File: src/sv/framebuffer_line_rect_drawer_defines.svh
// Assertion macros shared by the frame store drawer RTL.
`ifndef FRAMEBUFFER_LINE_RECT_DRAWER_DEFINES_SVH
`define FRAMEBUFFER_LINE_RECT_DRAWER_DEFINES_SVH

`ifndef SYNTHESIS

// Same-cycle implication: when ante holds, cons holds in that cycle.
`define FLRD_ASSERT_IMPL(name, clk, rst, ante, cons, msg) \
   name: assert property (@(posedge clk) disable iff (rst) (ante) |-> (cons)) \
      else $error(msg);

// Next-cycle implication: when ante holds, cons holds in the next cycle.
`define FLRD_ASSERT_NEXT(name, clk, rst, ante, cons, msg) \
   name: assert property (@(posedge clk) disable iff (rst) (ante) |=> (cons)) \
      else $error(msg);

`else

`define FLRD_ASSERT_IMPL(name, clk, rst, ante, cons, msg)

`define FLRD_ASSERT_NEXT(name, clk, rst, ante, cons, msg)

`endif

`endif

File: src/sv/flrd_pkg.sv
// Shared types and constants for the frame store drawer.
`timescale 1ns / 1ps
`default_nettype none

package flrd_pkg;

   typedef enum logic [2:0] {
      KIND_LINE  = 3'd0,
      KIND_RECT  = 3'd1,
      KIND_CLEAR = 3'd2,
      KIND_FILL  = 3'd3,
      KIND_READ  = 3'd4
   } kind_type;

   typedef enum logic [1:0] {
      COLOR_SET    = 2'd0,
      COLOR_CLEAR  = 2'd1,
      COLOR_INVERT = 2'd2
   } color_type;

   localparam logic [7:0] BYTE_ONES  = 8'hFF;
   localparam logic [7:0] BYTE_ZEROS = 8'h00;

   // Commands from the controller to the datapath.
   typedef struct packed {
      logic load;
      logic line_s1;
      logic line_s2;
      logic line_s3;
      logic rect_setup;
      logic advance;
      logic mem_rd_pix;
      logic mem_wr_pix;
      logic mem_rd_byte;
      logic sweep_wr;
      logic sweep_ones;
      logic rsp_load;
   } cmd_type;

   // Status from the datapath to the controller.
   typedef struct packed {
      logic pix_on;
      logic iter_last;
      logic rect_empty;
      logic sweep_last;
   } status_type;

endpackage

`default_nettype wire

File: src/sv/flrd_ctrl.sv
// Controller state machine: sequences setup, pixel read-modify-write, sweeps and the response.
`timescale 1ns / 1ps
`default_nettype none
`include "framebuffer_line_rect_drawer_defines.svh"

module flrd_ctrl (
   input  logic                 clock,
   input  logic                 reset,
   input  logic                 req_valid,
   output logic                 req_ready,
   input  logic [2:0]           req_kind,
   output logic                 rsp_valid,
   input  logic                 rsp_ready,
   output flrd_pkg::cmd_type    cmd,
   input  flrd_pkg::status_type status
);
   import flrd_pkg::*;

   typedef enum logic [3:0] {
      ST_INIT_CLEAR,
      ST_IDLE,
      ST_LINE_S1,
      ST_LINE_S2,
      ST_LINE_S3,
      ST_RECT_SETUP,
      ST_SWEEP_ZERO,
      ST_SWEEP_ONES,
      ST_READ_MEM,
      ST_PIX_RD,
      ST_PIX_WR,
      ST_DONE
   } state_type;

   state_type state_ff, state_in;
   logic      rsp_valid_ff;
   logic      accept, rsp_free;

   assign req_ready = state_ff == ST_IDLE;
   assign accept    = req_valid && req_ready;
   assign rsp_free  = !rsp_valid_ff || rsp_ready;
   assign rsp_valid = rsp_valid_ff;

   always_comb begin
      cmd      = '0;
      state_in = state_ff;
      unique case (state_ff)
         ST_INIT_CLEAR: begin
            cmd.sweep_wr = 1'b1;
            if (status.sweep_last) begin
               state_in = ST_IDLE;
            end
         end
         ST_IDLE: begin
            if (accept) begin
               cmd.load = 1'b1;
               unique case (kind_type'(req_kind))
                  KIND_LINE:  state_in = ST_LINE_S1;
                  KIND_RECT:  state_in = ST_RECT_SETUP;
                  KIND_CLEAR: state_in = ST_SWEEP_ZERO;
                  KIND_FILL:  state_in = ST_SWEEP_ONES;
                  KIND_READ:  state_in = ST_READ_MEM;
                  default:    state_in = ST_DONE;
               endcase
            end
         end
         ST_LINE_S1: begin
            cmd.line_s1 = 1'b1;
            state_in    = ST_LINE_S2;
         end
         ST_LINE_S2: begin
            cmd.line_s2 = 1'b1;
            state_in    = ST_LINE_S3;
         end
         ST_LINE_S3: begin
            cmd.line_s3 = 1'b1;
            state_in    = ST_PIX_RD;
         end
         ST_RECT_SETUP: begin
            cmd.rect_setup = 1'b1;
            state_in       = status.rect_empty ? ST_DONE : ST_PIX_RD;
         end
         ST_SWEEP_ZERO: begin
            cmd.sweep_wr = 1'b1;
            if (status.sweep_last) begin
               state_in = ST_DONE;
            end
         end
         ST_SWEEP_ONES: begin
            cmd.sweep_wr   = 1'b1;
            cmd.sweep_ones = 1'b1;
            if (status.sweep_last) begin
               state_in = ST_DONE;
            end
         end
         ST_READ_MEM: begin
            cmd.mem_rd_byte = 1'b1;
            state_in        = ST_DONE;
         end
         ST_PIX_RD: begin
            if (status.pix_on) begin
               cmd.mem_rd_pix = 1'b1;
               state_in       = ST_PIX_WR;
            end else begin
               cmd.advance = 1'b1;
               if (status.iter_last) begin
                  state_in = ST_DONE;
               end
            end
         end
         ST_PIX_WR: begin
            cmd.mem_wr_pix = 1'b1;
            cmd.advance    = 1'b1;
            state_in       = status.iter_last ? ST_DONE : ST_PIX_RD;
         end
         ST_DONE: begin
            if (rsp_free) begin
               cmd.rsp_load = 1'b1;
               state_in     = ST_IDLE;
            end
         end
         default: state_in = ST_IDLE;
      endcase
   end

   always_ff @(posedge clock) begin
      if (reset) begin
         state_ff     <= ST_INIT_CLEAR;
         rsp_valid_ff <= 1'b0;
      end else begin
         state_ff     <= state_in;
         rsp_valid_ff <= cmd.rsp_load || (rsp_valid_ff && !rsp_ready);
      end
   end

   `FLRD_ASSERT_IMPL(a_rsp_slot_free, clock, reset, cmd.rsp_load, !rsp_valid_ff || rsp_ready, "response overwrites an untaken beat")
   `FLRD_ASSERT_NEXT(a_accept_leaves_idle, clock, reset, req_valid && req_ready, state_ff != ST_IDLE, "accepted beat did not start work")
   `FLRD_ASSERT_IMPL(a_sweep_exclusive, clock, reset, cmd.sweep_wr, !cmd.mem_wr_pix && !cmd.mem_rd_pix && !cmd.mem_rd_byte, "sweep collides with pixel access")

endmodule

`default_nettype wire

File: config.mk
export PLATFORM = sky130hd
export DESIGN_NAME = flrd_ctrl
export DESIGN_NICKNAME = d
export VERILOG_FILES = /design/src/sv/flrd_pkg.sv /design/src/sv/flrd_ctrl.sv
export VERILOG_INCLUDE_DIRS = /design/src /design/src/sv
export SDC_FILE = /design/constraint.sdc
export NUM_CORES = 1
export LEC_CHECK = 0
export BUFFER_PORTS_ARGS = -buffer_cell sky130_fd_sc_hd__buf_2
export CORE_MARGIN = 5
export CORE_UTILIZATION = 39
export CTS_BUF_LIST = sky130_fd_sc_hd__clkbuf_4 sky130_fd_sc_hd__clkbuf_8 sky130_fd_sc_hd__clkbuf_16
export CTS_CLUSTER_SIZE = 28
export DETAILED_ROUTE_END_ITERATION = 8
export PLACE_DENSITY = 0.69
export SLEW_MARGIN = 20
export SYNTH_ARGS = -nofsm -noshare
export SYNTH_HDL_FRONTEND = slang
export SYNTH_SLANG_ARGS = --single-unit
export TNS_END_PERCENT = 30
File: constraint.sdc
create_clock -name clock -period 1.25 [get_ports clock]
set_input_delay 0.0625 -clock clock [delete_from_list [all_inputs] [get_ports clock]]
set_output_delay 0.0625 -clock clock [all_outputs]
set_load 0.01 [all_outputs]
==> summary.txt <==
Run status
  • Outcome: complete, but fails checks
  • Failing checks: setup timing

Critical path
  • WS Path Type: reg -> reg
  • CP peak stage delay: 0.41 ns
  • Critical Path Fanout Max: 6
  • WP data arrival: 1.53 ns
  • Crit-path slowest cell: or3_4
  • Worst-path cell chain: or3_4 > a21oi_4 > o21bai_4 > o221a_1
  • Critical path endpoint category: flip-flop
  • Setup crit start kind: flip-flop
  • Worst Path Required: 1.39 ns
  • Crit-path leading delay family: compound AO/OA/AOI/OAI gates
  • Buffers plus inverters on the worst setup path: 0

Placed design
  • Buffers added on ports: 24
  • Placed cells: 118
  • Place WS: -0.124 ns
  • Hpwl dp: 1280 microns
  • Placement Cell Area: 721 sq um
  • Routability cong.: 0.817

Pwr
  • Seq pwr share: 18.3%
  • Clk pwr share: 14.1%
  • Worst VDD drop: 0.853 mV
  • Sw frac: 41.8%
  • Internal: 0.000900 W
  • Logic gate share of total power: 67.6%
  • LEAKAGE: 0.408 nW
  • Net switching power: 0.000647 W
  • Pwr/cell area: 1710 nW/um^2

Die
  • Initial Util: 41.1%
  • I/O pin count: 25
  • Area of the die: 2190 sq um
  • Die W: 46.8 microns
  • Row cnt: 13
  • Height of the chip: 46.8 microns
  • CORE AREA: 1280 sq um

Worst hold path
  • Worst hold path class: in -> reg

Synth
  • Ranking of synthesized cells by area: dfxtp_1 (19%), nand2b_1 (7.1%), nor2_1 (7.1%)
  • Warnings from Yosys: 0
  • Sequential-to-total area share from yosys stat: 19.0%
  • FF+latch count, synth: 5
  • Synth Flop Type: dfxtp_1
  • Post-Synthesis Cells: 73
  • Syn Area/Cell: 7.23 sq um
  • Mapped cell area: 528 sq um
  • Area fraction of the dominant cell type after synthesis: 19.0%
  • Cell taking the most area after synthesis: dfxtp_1
  • Netlist cell types: 34
  • Number of flops mapped to enable cells by yosys: 0
  • Asr flop ratio synth: 0%
  • Mapped Nets: 84

Clock network
  • CTS Hold Bufs: 0
  • Total CTS buffers: 3
  • Max H-tree Level: 1
  • CTS max path bufs: 2
  • Root Buffer: clkbuf_4
  • CTS clk-pin slew, worst paths: 0.05 ns
  • CTS tree: yes
  • Num Clock Sinks: 5
  • Worst-Skew Late Latency: 0.25 ns

Job
  • Max Cap Viol: 0

Cells and area
  • Fraction of layout cells with a size suffix above 1: 55.9%
  • Layout Cells excl Fill: 126
  • Antenna Diode Count: 0
  • Commonest cells after routing, fill and taps aside: buf_2 (24), buf_4 (11), nor2_1 (9), a21oi_1 (7)
  • Commonest non-fill, non-tap cell in the layout: buf_2
  • Area delta synth->final: 71.3%
  • # nets final: 123
  • Filler cells: 96
  • Final instance area: 905 sq um

Routing
  • First-pass detailed-route iteration total: 4
  • Avg Vias per Cell: 5.62
  • Final WL: 1900 microns
  • Remaining antenna violation count after routing: 0
  • Vias: 708
  • DRC Markers: 0
  • DRT iter0 DRCs: 10
  • Post-DR wirelength/cell: 15.1 microns

Timing
  • Endpoints failing hold: 0
  • Worst-margin pin slew: 0.336 ns
  • Final clock skew: 0.0102 ns
  • Worst Slack Setup Final: -0.138 ns
  • Min cycle time layout: 1.39 ns
  • Final Max Slew Viols: 0
  • Slew margin rel.: 77.5%
  • Setup violators final: 12
  • Highest clock rate: 0.720 GHz
  • RSZ-0062 raised after global routing: yes
  • Final period utilization: 111%

Global route
  • Global-route wire length before repair: 2780 microns
  • Total grt overflow: 0
  • GRT Total Usage: 17.7%
  • Initial antenna violation count: 0
  • Vias in the first global route: 624
  • Largest net degree at the start of global routing: 15
## final timing paths
kind,depth (start not counted),start,to,slack (ns)
worst min-delay path,2,reset,state_ff[3],0.06
worst max-delay path,4,state_ff[0],state_ff[0],-0.14
worst max register to register,4,state_ff[0],state_ff[0],-0.14
worst min register to register,2,rsp_valid,rsp_valid,0.58
## per-stage QoR
step | util, % | hold WS, ns | TNS [ns] | total power [W]
after floorplan | - | 0.132 | -0.147 | 0.000768
after global placement | 56.1 | 0.291 | -0.198 | 0.00102
after detailed placement | 56.1 | 0.295 | -0.320 | 0.00103
after CTS | 64.6 | 0.0422 | -0.775 | 0.00139
after global routing | 70.4 | 0.0595 | -2.02 | 0.00165
final | 70.4 | 0.0568 | -0.914 | 0.00155
## flip-flops by register name (all words and copies together) (netlist names)
name	count
state_ff	4
rsp_valid	1
## repair_timing
action | 4_1_cts | 5_1_grt
gates resized for setup | 13 | 13
buffers inserted | 1 | 2
setup endpoints to repair | 15 | 17
gates cloned | 1 | 0
pin swaps | 2 | 7
## final cells by class
cell class                      count  area [sq um]  area share, %
Timing Repair Buffer               40           279           30.8
Sequential cell                     5           113           12.4
Clock buffer                        4          30.0           3.32
Multi-Input combinational cell     60           457           50.5
Tap cell                           15          18.8           2.07
Inverter                            2          7.51          0.830
## worst reg2reg max path, stage by stage, from the launching register on
cell      delay (ns)
dfxtp_4         0.36
or3_4           0.41
a21oi_4         0.17
o21bai_4        0.09
o221a_1         0.26
## synthesized netlist by cell type (2+ instances only)
master,count
nor2_1,10
dfxtp_1,5
a21oi_1,7
mux2i_1,3
nor3b_1,2
o21ai_0,2
nor3_1,2
inv_1,2
nand2b_1,6
nand4b_1,2
nand2_1,5
buf_2,5
## layer usage
layer | GRT usage [%] | vias to the layer above | routed length, microns
met1 | 22.4 | 339 | 724
met5 | 0 | - | 0
met4 | 6.63 | 0 | 19
met2 | 30.6 | 28 | 1020
li1 | - | 339 | -
met3 | 2.30 | 2 | 141
## cell families after synthesis
| family | synth area share (%) |
|---|---|
| AO/OA/AOI/OAI | 23.2 |
| XOR/XNOR | 1.66 |
| buffers and inverters | 8.29 |
| flip-flops | 19.0 |
| multiplexers | 5.69 |
| AND/OR/NAND/NOR | 42.2 |
## power by group through the flow
stage	logic [W]	clock network [W]	registers, W
finish	0.00105	0.000218	0.000283
detailed placement	0.000792	0	0.000241
CTS	0.000915	0.000217	0.000262
floorplan	0.000545	0	0.000223
global placement	0.000782	0	0.000239
global route	0.00113	0.000236	0.000290
Note: power is estimated with default switching activity, not from simulation.
